## src/sv/dvc_pkg.sv

```systemverilog
// Shared types and codes for the delta varint column decoder.
// No dependencies; used by every module of the block but dvc_fifo.
package dvc_pkg;

    localparam int IN_DEPTH_DEF  = 2;
    localparam int OUT_DEPTH_DEF = 2;

    localparam logic [1:0] ERR_NONE     = 2'd0;
    localparam logic [1:0] ERR_OVERFLOW = 2'd1;
    localparam logic [1:0] ERR_TRUNC    = 2'd2;

    // One classified byte, as queued between front and back.
    typedef struct packed {
        logic       flush;   // decoding disabled: only restart on end of buffer
        logic       eob;
        logic [7:0] data;
    } entry_t;

    typedef struct packed {
        logic signed [63:0] value;
        logic               valid;
        logic               done;
        logic [1:0]         err;
    } result_t;

endpackage

```

## src/sv/dvc_fifo.sv

```systemverilog
// Small register-based FIFO used for the byte queue and the result queue.
// Generic; no package dependency.
module dvc_fifo #(
    parameter int WIDTH = 8,
    parameter int DEPTH = 2
) (
    input  logic             clk,
    input  logic             rst_n,
    input  logic             push,
    input  logic [WIDTH-1:0] wdata,
    output logic             full,
    input  logic             pop,
    output logic [WIDTH-1:0] rdata,
    output logic             empty
);

    localparam int PW = (DEPTH > 1) ? $clog2(DEPTH) : 1;
    localparam int CW = $clog2(DEPTH + 1);

    logic [WIDTH-1:0] mem_reg [DEPTH];
    logic [PW-1:0]    wr_ptr_reg, wr_ptr_next;
    logic [PW-1:0]    rd_ptr_reg, rd_ptr_next;
    logic [CW-1:0]    count_reg, count_next;
    logic             do_push, do_pop;

    assign full    = (count_reg == CW'(DEPTH));
    assign empty   = (count_reg == '0);
    assign do_push = push && !full;
    assign do_pop  = pop && !empty;
    assign rdata   = mem_reg[rd_ptr_reg];

    always_comb
    begin
        wr_ptr_next = wr_ptr_reg;
        rd_ptr_next = rd_ptr_reg;
        count_next  = count_reg;
        if (do_push)
        begin
            wr_ptr_next = (wr_ptr_reg == PW'(DEPTH - 1)) ? '0 : wr_ptr_reg + 1'b1;
        end
        if (do_pop)
        begin
            rd_ptr_next = (rd_ptr_reg == PW'(DEPTH - 1)) ? '0 : rd_ptr_reg + 1'b1;
        end
        if (do_push && !do_pop)
        begin
            count_next = count_reg + 1'b1;
        end
        else if (do_pop && !do_push)
        begin
            count_next = count_reg - 1'b1;
        end
    end

    always_ff @(posedge clk or negedge rst_n)
    begin
        if (!rst_n)
        begin
            wr_ptr_reg <= '0;
            rd_ptr_reg <= '0;
            count_reg  <= '0;
        end
        else
        begin
            wr_ptr_reg <= wr_ptr_next;
            rd_ptr_reg <= rd_ptr_next;
            count_reg  <= count_next;
        end
    end

    always_ff @(posedge clk)
    begin
        if (do_push)
        begin
            mem_reg[wr_ptr_reg] <= wdata;
        end
    end

endmodule

```

## src/sv/dvc_front.sv

```systemverilog
// Front end: classifies incoming bytes and filters them into the byte queue.
// Depends on dvc_pkg.
module dvc_front (
    input  logic            push,
    input  logic [7:0]      byte_in,
    input  logic            end_of_buffer,
    input  logic            count_zero,
    output logic            q_push,
    output dvc_pkg::entry_t q_entry
);

    // With a zero expected count only the end-of-buffer byte matters (restart);
    // every other byte is consumed here and never reaches the back end.
    assign q_push        = push && (!count_zero || end_of_buffer);
    assign q_entry.flush = count_zero;
    assign q_entry.eob   = end_of_buffer;
    assign q_entry.data  = byte_in;

endmodule

```

## src/sv/dvc_back.sv

```systemverilog
// Back end: header/varint/zigzag decode and running sum, one byte per cycle while the result queue has room.
// Depends on dvc_pkg.
module dvc_back (
    input  logic             clk,
    input  logic             rst_n,
    input  logic             mode64,
    input  logic             q_empty,
    input  dvc_pkg::entry_t  q_entry,
    output logic             q_pop,
    input  logic             r_full,
    output logic             r_push,
    output dvc_pkg::result_t r_data
);

    localparam logic [2:0] PH_BASE  = 3'd0;
    localparam logic [2:0] PH_COUNT = 3'd1;
    localparam logic [2:0] PH_DELTA = 3'd2;
    localparam logic [2:0] PH_DONE  = 3'd3;
    localparam logic [2:0] PH_ERROR = 3'd4;

    localparam logic [3:0] LIM32 = 4'd5;
    localparam logic [3:0] LIM64 = 4'd10;
    localparam logic [6:0] LOW7  = 7'h7F;

    logic [2:0]  phase_reg, phase_next;
    logic [3:0]  cnt_reg, cnt_next;
    logic [63:0] acc_reg, acc_next;
    logic [63:0] run_reg, run_next;
    logic [31:0] rem_reg, rem_next;

    logic        go;
    logic        valid, done;
    logic [1:0]  err;
    logic [7:0]  b;
    logic        more;
    logic [3:0]  cnt_inc;
    logic [3:0]  lim;
    logic [6:0]  sh7;
    logic [63:0] acc_or;
    logic [63:0] d;
    logic [31:0] e32, d32;
    logic [63:0] shown;

    assign go    = !q_empty && !r_full;
    assign q_pop = go;
    assign b     = q_entry.data;
    assign more  = b[7];
    assign cnt_inc = cnt_reg + 1'b1;
    // 7 * count, valid while count < 10
    assign sh7   = {cnt_reg, 3'b000} - {3'b000, cnt_reg};

    always_comb
    begin
        phase_next = phase_reg;
        cnt_next   = cnt_reg;
        acc_next   = acc_reg;
        run_next   = run_reg;
        rem_next   = rem_reg;
        valid      = 1'b0;
        done       = 1'b0;
        err        = dvc_pkg::ERR_NONE;
        lim        = LIM32;
        acc_or     = acc_reg;
        d          = '0;
        e32        = '0;
        d32        = '0;

        if (!q_entry.flush)
        begin
            unique case (phase_reg)
                PH_BASE:
                begin
                    if (!cnt_reg[3])
                    begin
                        acc_or = acc_reg | ({56'd0, b} << {cnt_reg[2:0], 3'b000});
                    end
                    acc_next = acc_or;
                    cnt_next = cnt_inc;
                    if (cnt_inc >= (mode64 ? 4'd8 : 4'd4))
                    begin
                        run_next   = mode64 ? acc_or : {32'd0, acc_or[31:0]};
                        valid      = 1'b1;
                        phase_next = PH_COUNT;
                        cnt_next   = '0;
                        acc_next   = '0;
                    end
                end
                PH_COUNT, PH_DELTA:
                begin
                    lim = (phase_reg == PH_DELTA && mode64) ? LIM64 : LIM32;
                    if (cnt_reg < 4'd10)
                    begin
                        acc_or = acc_reg | ({57'd0, b[6:0] & LOW7} << sh7[5:0]);
                    end
                    acc_next = acc_or;
                    cnt_next = cnt_inc;
                    if (more)
                    begin
                        if (cnt_inc >= lim)
                        begin
                            err        = dvc_pkg::ERR_OVERFLOW;
                            phase_next = PH_ERROR;
                        end
                    end
                    else if (phase_reg == PH_COUNT)
                    begin
                        if (acc_or[31:0] == '0)
                        begin
                            done       = 1'b1;
                            phase_next = PH_DONE;
                        end
                        else
                        begin
                            rem_next   = acc_or[31:0];
                            phase_next = PH_DELTA;
                        end
                        cnt_next = '0;
                        acc_next = '0;
                    end
                    else
                    begin
                        // zigzag decode, then wrapping add
                        if (mode64)
                        begin
                            d = (acc_or >> 1) ^ {64{acc_or[0]}};
                        end
                        else
                        begin
                            e32 = acc_or[31:0];
                            d32 = (e32 >> 1) ^ {32{e32[0]}};
                            d   = {{32{d32[31]}}, d32};
                        end
                        run_next = run_reg + d;
                        valid    = 1'b1;
                        rem_next = rem_reg - 1'b1;
                        if (rem_next == '0)
                        begin
                            done       = 1'b1;
                            phase_next = PH_DONE;
                        end
                        cnt_next = '0;
                        acc_next = '0;
                    end
                end
                default:
                begin
                    // done or error: skip bytes until end of buffer
                end
            endcase

            if (q_entry.eob && phase_next != PH_DONE && phase_next != PH_ERROR
                && err == dvc_pkg::ERR_NONE)
            begin
                err = dvc_pkg::ERR_TRUNC;
            end
        end

        shown = mode64 ? run_next : {{32{run_next[31]}}, run_next[31:0]};

        if (q_entry.eob)
        begin
            phase_next = PH_BASE;
            cnt_next   = '0;
            acc_next   = '0;
            run_next   = '0;
            rem_next   = '0;
        end
    end

    assign r_push       = go && !q_entry.flush && (valid || done || err != dvc_pkg::ERR_NONE);
    assign r_data.value = valid ? shown : 64'sd0;
    assign r_data.valid = valid;
    assign r_data.done  = done;
    assign r_data.err   = err;

    always_ff @(posedge clk or negedge rst_n)
    begin
        if (!rst_n)
        begin
            phase_reg <= PH_BASE;
            cnt_reg   <= '0;
            acc_reg   <= '0;
            run_reg   <= '0;
            rem_reg   <= '0;
        end
        else if (go)
        begin
            phase_reg <= phase_next;
            cnt_reg   <= cnt_next;
            acc_reg   <= acc_next;
            run_reg   <= run_next;
            rem_reg   <= rem_next;
        end
    end

endmodule

```

## src/sv/delta_varint_column_decoder.sv

```systemverilog
// Delta varint column decoder: configuration registers, front, back and queues.
// Depends on dvc_pkg, dvc_fifo, dvc_front, dvc_back.
//
// Usage:
//   Bytes of a column buffer enter on byte_in/end_of_buffer through a queue
//   interface: a byte transfers when push is high and full is low.
//   Results leave through a queue interface: the oldest result is on
//   value_out/value_valid/column_done/error_code while empty is low, and it
//   transfers when pop is high and empty is low.
//   Registers: value_width_mode at byte address 0, expected_count at 4,
//   written through the APB port (pready tied high) while no byte is in flight.
//   Throughput: one byte per cycle while the result queue has room; one add per byte.
//   Path: a byte is registered in the byte queue, decoded combinationally by the
//   back end, and its result registered in the result queue, whose head drives
//   the result ports.
//   Bytes with no result still pass through the back end.
//   Stall: when pop stays low the result queue fills, the back end halts,
//   then the byte queue fills and full rises; nothing is dropped.
//   Reset: both queues empty, decoder at the start of a base header,
//   value_width_mode = 0, expected_count = 1.
module delta_varint_column_decoder #(
    parameter int IN_DEPTH  = dvc_pkg::IN_DEPTH_DEF,
    parameter int OUT_DEPTH = dvc_pkg::OUT_DEPTH_DEF
) (
    input  logic               clk,
    input  logic               rst_n,
    input  logic               psel,
    input  logic               penable,
    input  logic               pwrite,
    input  logic [2:0]         paddr,
    input  logic [31:0]        pwdata,
    output logic [31:0]        prdata,
    output logic               pready,
    input  logic               push,
    output logic               full,
    input  logic [7:0]         byte_in,
    input  logic               end_of_buffer,
    output logic               empty,
    input  logic               pop,
    output logic signed [63:0] value_out,
    output logic               value_valid,
    output logic               column_done,
    output logic [1:0]         error_code
);

    localparam logic REG_MODE  = 1'b0;
    localparam logic REG_COUNT = 1'b1;

    logic        mode_reg;
    logic [31:0] count_reg;
    logic        wr_en;

    dvc_pkg::entry_t  fq_entry, bq_entry;
    dvc_pkg::result_t r_in, r_out;
    logic             fq_push, bq_empty, bq_pop;
    logic             r_push, r_full;

    assign pready = 1'b1;
    assign wr_en  = psel && penable && pwrite && pready;

    always_ff @(posedge clk or negedge rst_n)
    begin
        if (!rst_n)
        begin
            mode_reg  <= 1'b0;
            count_reg <= 32'd1;
        end
        else if (wr_en)
        begin
            unique case (paddr[2])
                REG_MODE:  mode_reg  <= pwdata[0];
                REG_COUNT: count_reg <= pwdata;
                default:   ;
            endcase
        end
    end

    always_comb
    begin
        unique case (paddr[2])
            REG_MODE:  prdata = {31'd0, mode_reg};
            REG_COUNT: prdata = count_reg;
            default:   prdata = '0;
        endcase
    end

    dvc_front u_front (
        .push          (push),
        .byte_in       (byte_in),
        .end_of_buffer (end_of_buffer),
        .count_zero    (count_reg == '0),
        .q_push        (fq_push),
        .q_entry       (fq_entry)
    );

    dvc_fifo #(
        .WIDTH ($bits(dvc_pkg::entry_t)),
        .DEPTH (IN_DEPTH)
    ) u_byte_q (
        .clk   (clk),
        .rst_n (rst_n),
        .push  (fq_push),
        .wdata (fq_entry),
        .full  (full),
        .pop   (bq_pop),
        .rdata (bq_entry),
        .empty (bq_empty)
    );

    dvc_back u_back (
        .clk     (clk),
        .rst_n   (rst_n),
        .mode64  (mode_reg),
        .q_empty (bq_empty),
        .q_entry (bq_entry),
        .q_pop   (bq_pop),
        .r_full  (r_full),
        .r_push  (r_push),
        .r_data  (r_in)
    );

    dvc_fifo #(
        .WIDTH ($bits(dvc_pkg::result_t)),
        .DEPTH (OUT_DEPTH)
    ) u_result_q (
        .clk   (clk),
        .rst_n (rst_n),
        .push  (r_push),
        .wdata (r_in),
        .full  (r_full),
        .pop   (pop),
        .rdata (r_out),
        .empty (empty)
    );

    assign value_out   = r_out.value;
    assign value_valid = r_out.valid;
    assign column_done = r_out.done;
    assign error_code  = r_out.err;

endmodule

```

## config.mk

```make
export PLATFORM = sky130hd
export DESIGN_NAME = delta_varint_column_decoder
export DESIGN_NICKNAME = d
export VERILOG_FILES = /design/src/sv/dvc_pkg.sv /design/src/sv/dvc_fifo.sv /design/src/sv/dvc_front.sv /design/src/sv/dvc_back.sv /design/src/sv/delta_varint_column_decoder.sv
export SDC_FILE = /design/constraint.sdc
export NUM_CORES = 1
export LEC_CHECK = 0
export ABC_AREA = 0
export ABC_CLOCK_PERIOD_IN_PS = 11100
export BUFFER_PORTS_ARGS = -buffer_cell sky130_fd_sc_hd__buf_2
export CAP_MARGIN = 20
export CORE_MARGIN = 2
export CORE_UTILIZATION = 30
export CTS_CLUSTER_SIZE = 25
export DETAILED_ROUTE_END_ITERATION = 10
export PLACE_DENSITY = 0.57
export SETUP_SLACK_MARGIN = 0.5
export SLEW_MARGIN = 40
export SYNTH_ARGS = -nofsm -noshare
export SYNTH_HDL_FRONTEND = slang
export SYNTH_SLANG_ARGS = --single-unit
```

## constraint.sdc

```tcl
create_clock -name clk -period 11.1 [get_ports clk]
set_input_delay 1.11 -clock clk [delete_from_list [all_inputs] [get_ports clk]]
set_output_delay 1.11 -clock clk [all_outputs]
set_load 0.02 [all_outputs]
```

==> key figures, run 1 <==
Status
  • Outcome: complete, no violations

Setup path
  • Largest driver fanout on the critical path: 35
  • Depth of the worst register-to-register path: 22
  • Reg-to-Reg End: u_result_q.mem_reg[1][67]
  • Setup crit end kind: flop
  • Crit path kind: reg2reg
  • Register-to-register setup slack: 3.14 ns
  • FF-to-FF Start: u_back.cnt_reg[0]
  • Worst Setup SP: u_back.cnt_reg[0]
  • Worst setup path endpoint: u_result_q.mem_reg[1][67]
  • CP startpoint kind: flop
  • WP data arrival: around 8.4 ns
  • Worst Path Required: between 10 and 15 ns

Logic synthesis
  • Yosys top cell area share: between 20% and 30%
  • Top-count cell post-synth: a21oi_1
  • Area contributors post-synth: dfrtp_1, edfxtp_1, a21oi_1
  • Ys flop type: dfrtp_1
  • Yosys warning count: 0
  • Commonest cells post-synth: a21oi_1, nor2_1, o21ai_0
  • Syn nets: around 2900
  • Number of synthesized flops with an enable pin: 156
  • Compound-Gate Fraction of Synth Area: 25.2%
  • Sequential element share of the synthesized area: between 30 and 40%
  • Mux cell area share after synthesis: 6.49%
  • Post-Synth Simple-Gate Area: 15.3%
  • XOR/XNOR share of the synthesized area: between 5 and 6%
  • Mean post-synth cell area: slightly above 9 µm²
  • Largest family of logic cells by synthesized area: compound AO/OA/AOI/OAI gates
  • Synthesized instance count: between 2000 and 3000
  • Area leader, netlist: dfrtp_1
  • Cell Area, Synth: roughly 25000 µm²
  • Yosys cell types: 95
  • Synthesized flop and latch total: 364
  • Synth async-reset ratio: roughly 57%
  • Adder-Cell Fraction of Synth Area: ~4%

Floorplanning
  • Die Ht: between 200 and 300 µm
  • Die Wd: between 200 and 300 µm
  • Ports: between 150 and 200
  • Initial core utilization: 30.2%
  • Core Region: between 80000 and 90000 µm²
  • Die footprint: around 85000 µm²
  • Row count: between 100 and 150

GRT
  • Largest net degree at the start of global routing: between 60 and 70
  • First-pass GRT wire length: about 140000 µm
  • Gr busiest metal: met2
  • Tot GR Track Use: 21.8%
  • Initial antenna violation count: 12
  • Met2 track demand over resource: between 30% and 40%
  • Met1 GRT Util: between 30% and 40%
  • GRT met3 Usage: 4.49%
  • Grt total ovfl: 0
  • Vias in the first global route: between 20000 and 25000

Clock network
  • Clock Tree Root: clkbuf_16
  • Number of hold buffers added after cts: 0
  • Htree depth: 2
  • Post-CTS Setup Bufs: 0
  • Clock sinks: roughly 360
  • Clock transition at path regs: around 0.060 ns
  • CTS Buffer Depth: 3
  • Total CTS buffers: 43
  • CTS tree: done
  • Post-CTS sizing: 0
  • Clk_lat worst skew: approximately 0.60 ns

Final layout
  • Ratio of cells with drive above 1 in the final layout: around 17%
  • Max reg flops: 136
  • Antenna Diode Count: 0
  • Nets: 2917
  • Area Overhead vs Synth: 14.0%

Routing
  • Drt first-iter violations: between 2000 and 3000
  • Vias/cell: 5.88
  • Vias: about 23000
  • Final WL: between 90000 and 100000 µm
  • # DRC: 0
  • DR pass1 iterations: 6
  • Antenna-violating nets left: 0
  • Routed length per instance: roughly 25 µm

Placement
  • Port bufs: 150
  • RePlAce Congestion: between 0.9 and 1
  • HPWL after DPL: 67300 µm

Timing
  • Clock skew: 0.0320 ns
  • Fin. max-slew vios: 0
  • Maximum clock rate: roughly 130 MHz
  • Min Tclk post-route: around 8 ns
  • Setup TNS: 0 ns
  • Final hold violation count: 0
  • Worst slew margin: about two fifths
  • Final period util: approximately 72%
  • Worst-margin pin slew: around 0.89 ns
  • Final setup violation count: 0
  • Unrepaired setup endpoints after global routing: no

Run
  • Number of max-cap violations: 0

Hold path
  • HP Class: in2async
[cell type report]
class / count / area (µm²)
Multi-Input combinational cell: 2129 / 14100
Fill cell: 8542 / 53700
Clock buffer: 51 / 1170
Clock inverter: 29 / 279
Timing Repair Buffer: 213 / 1280
Inverter: 37 / 139
Tap cell: 1070 / 1340
Sequential cell: 364 / 9890
[worst max-delay path, cell delays in order (launching register included)]
cell      delay, ns
dfrtp_1        0.33
buf_4          0.37
inv_1          0.34
ha_1           0.85
inv_1          0.40
mux2i_1        0.23
a22oi_1        0.56
o22ai_1        0.14
buf_4          0.23
a21oi_1        0.52
xor2_1         0.16
ha_1           0.43
nand2_1        0.18
nor3_1         0.36
a21oi_1        0.11
a311oi_1       0.29
a211oi_1       0.18
o31a_1         0.48
o41ai_2        0.59
a221oi_1       0.19
xnor2_1        0.31
mux2i_1        0.12
a311oi_1       0.35
[how the worst min path moves through the flow]
| stage | startpoint | to | slack (ns) | cells after the start |
|---|---|---|---|---|
| after floorplan | u_back.run_reg[53] | u_back.run_reg[53] | 0.46 | 2 |
| after global placement | u_byte_q.wr_ptr_reg | u_byte_q.wr_ptr_reg | 0.48 | 1 |
| after detailed placement | u_back.run_reg[53] | u_back.run_reg[53] | 0.49 | 2 |
| after CTS | rst_n | u_back.rem_reg[16] | 0.47 | 1 |
| after global routing | rst_n | u_back.rem_reg[13] | 0.50 | 1 |
| final | rst_n | u_back.rem_reg[0] | 0.47 | 1 |
[per-stage QoR]
stage | util, % | hold WS (ns) | area [µm²] | worst slack (ns) | std cells
final | 34.5 | 0.469 | 28200 | 3.14 | 3893
after global routing | 34.5 | 0.496 | 28200 | 2.77 | 3893
after CTS | 34.4 | 0.468 | 28200 | 3.28 | 3891
after detailed placement | 32.6 | 0.488 | 26700 | 3.30 | 3811
after global placement | 32.5 | 0.477 | 26700 | 3.14 | 3809
after floorplan | - | 0.456 | 24800 | 3.06 | 2735
[layout by cell type (no fill, tap or decap), drive strengths merged, types with 13 or more instances in the layout]
master,Yosys,final
a22o,83,83
and2,71,71
nor4,36,36
mux2i,20,20
or3,17,17
a221oi,26,26
o31ai,13,13
nand3,49,49
o21ai,233,233
a21oi,288,288
o221ai,14,14
nor3,43,43
xnor2,64,64
mux2,109,109
inv,37,38
o22ai,69,69
nand2,218,218
nand4,36,36
dfrtp,207,207
a31oi,31,31
ha,77,77
and3,14,14
a211oi,14,14
buf,36,213
clkinv,0,19
o21a,26,26
clkbuf,169,51
edfxtp,156,156
nor2,252,252
o211ai,13,13
xor2,80,80
a21o,71,71
[routing by layer]
metal	up-vias	part of all wire, %
met5	-	0.15
met4	22	4.4
met3	232	8.9
met2	1126	43
li1	10300	-
met1	11200	43
[cell families after synthesis]
group                      count (synthesis)
buffers and inverters                    242
other                                      1
muxes                                    137
and+or+nand+nor                          795
AOI/OAI and AO/OA                        973
adders and majority gates                 79
DFF                                      364
xor gates and xnor gates                 144
Power of run 1 is not shown: default switching activity piles up to over one toggle a cycle in this logic, so the estimate is an artifact.
==> inputs of run 2 (changes only) <==
- ABC_CLOCK_PERIOD_IN_PS: 11100 -> 7100
- PLACE_DENSITY: 0.57 -> 0.59
- clock period: 11.1 -> 7.1 ns (I/O delays scaled with it)
==> run 2 against run 1 <==
  * Clock-buffer cell count up 4
  * Final cell count up 1.7%
  * Core utilization up 0.76 points
  * Clock skew up 0.0093 ns
  * Setup slack worse by 2.4 ns
  * Critical path depth down 2
  * Via count up 1.4%
  * Sequential cell count unchanged
  * Maximum frequency up 25%
  * Register-to-register slack worse by 2.4 ns
  * Routed wire length up 1.2%
  * Critical path type unchanged
  * Critical endpoint is now u_result_q.mem_reg[0][60]
  * Largest cell class unchanged
==> key figures, run 2 (synthesized netlist as in run 1, its figures left out) <==
Clock network
  • Clock transition at path regs: ~0.060 ns
  • Htree depth: 2
  • CTS tree: done
  • Clock sinks: about 360
  • CTS Buffer Depth: 3
  • Clock Tree Root: clkbuf_16
  • Clk_lat worst skew: 0.61 ns
  • Total CTS buffers: 44

Setup path
  • Setup crit end kind: flop
  • Register-to-register setup slack: roughly 0.71 ns
  • Reg-to-Reg End: u_result_q.mem_reg[0][60]
  • Worst setup path endpoint: u_result_q.mem_reg[0][60]
  • Largest driver fanout on the critical path: 28
  • WP data arrival: 6.71 ns
  • Depth of the worst register-to-register path: 20
  • Worst Setup SP: u_back.cnt_reg[0]
  • Crit path kind: reg2reg
  • FF-to-FF Start: u_back.cnt_reg[0]
  • CP startpoint kind: flop
  • Worst Path Required: approximately 7.4 ns

GRT
  • First-pass GRT wire length: 144000 µm
  • Vias in the first global route: about 22000
  • Grt total ovfl: 0
  • Largest net degree at the start of global routing: about 110
  • Initial antenna violation count: 12
  • Tot GR Track Use: 22.1%

Floorplanning
  • Ports: about 150
  • Core Region: between 80000 and 90000 µm²
  • Die Wd: about 290 µm
  • Initial core utilization: between 30% and 40%
  • Row count: approximately 110
  • Die Ht: about 300 µm
  • Die footprint: between 80000 and 90000 µm²

Final layout
  • Ratio of cells with drive above 1 in the final layout: a little under a fifth
  • Nets: a little under 3000
  • Most frequent cells in the layout: a21oi_1, nor2_1, o21ai_0
  • Most common cell after layout, fill and taps aside: a21oi_1
  • Max reg flops: between 100 and 150
  • Area Overhead vs Synth: 16.5%

Placement
  • RePlAce Congestion: 1.00
  • Port bufs: 150
  • HPWL after DPL: slightly below 70000 µm

Timing
  • Setup TNS: 0 ns
  • Clock skew: between 0.04 and 0.05 ns
  • Unrepaired setup endpoints after global routing: no
  • Worst hold slack: ~0.33 ns
  • Worst slew margin: a little over a third
  • Maximum clock rate: 156 MHz
  • Final hold violation count: 0
  • Final period util: around nine tenths
  • Min Tclk post-route: roughly 6.4 ns
  • Fin. max-slew vios: 0
  • Worst-margin pin slew: around 0.98 ns
  • Final setup violation count: 0

Run
  • Number of max-cap violations: 0

Routing
  • Final WL: 96600 µm
  • Vias: 23200
  • Routed length per instance: about 24 µm
  • DR pass1 iterations: 6
  • Vias/cell: slightly below 6
  • Drt first-iter violations: roughly 2600
  • # DRC: 0
  • Antenna-violating nets left: 0

Hold path
  • HP Class: in2reg
  • Hold Crit Start: byte_in[6]

Status
  • Outcome: complete, no violations
==> run 2: layer usage <==
layer	GRT usage, %	part of all wire [%]
met2	34.2	44
met5	0	0.12
met1	30.5	43
met4	8.45	4.2
met3	4.07	8.8
==> run 2: timing repair <==
item / 4_1_cts / 5_1_grt
buffers inserted: 0 / 1
hold buffers: 1 / 0
gates resized for setup: 1 / 14
endpoints found under the hold margin: 2 / 0
endpoints found under the setup margin: 4 / 48
pin swaps: 0 / 1
==> run 2: cell type report <==
| cell class | instances | area (µm²) |
|---|---|---|
| diodes | 2 | 5.00 |
| inverters | 37 | 139 |
| well taps | 1070 | 1340 |
| repair buffers | 277 | 1860 |
| flip-flops and latches | 364 | 9900 |
| multi-input cells | 2129 | 14200 |
| fillers | 8453 | 53100 |
| clock buffers | 55 | 1210 |
| clock inverters | 27 | 258 |
==> run 2: how the worst min path moves through the flow <==
stage,endpoint,cells after the start
floorplan,count_reg[10],0
global route,u_byte_q.mem_reg[0][1],1
finish,u_byte_q.mem_reg[1][6],1
global placement,u_byte_q.wr_ptr_reg,1
CTS,u_byte_q.mem_reg[1][7],1
detailed placement,u_byte_q.wr_ptr_reg,1
==> run 2: stage by stage <==
stage,setup WS (ns),instances,area [µm²],utilization [%]
global route,0.500,3959,28900,35.2
finish,0.708,3961,28900,35.2
floorplan,0.277,2735,24800,-
detailed placement,0.434,3873,27300,33.2
CTS,0.505,3956,28700,35.1
global placement,0.441,3869,27100,33.1
==> run 2: worst max-delay path, cell delays in order, from the launching register on <==
cell	delay, ns
dfrtp_1	0.55
buf_4	0.40
mux4_2	0.47
mux2i_1	0.31
a22oi_1	0.23
buf_4	0.24
and2_1	0.19
a21oi_1	0.66
xor2_1	0.14
ha_1	0.26
a21o_1	0.20
o21bai_1	0.17
a221oi_1	0.36
or3_1	0.25
a31oi_1	0.22
nor3_2	0.35
o21ai_1	0.17
a221oi_1	0.31
xnor2_1	0.13
a221oi_1	0.35
a21oi_1	0.14
Power of run 2 is left out for the same reason.
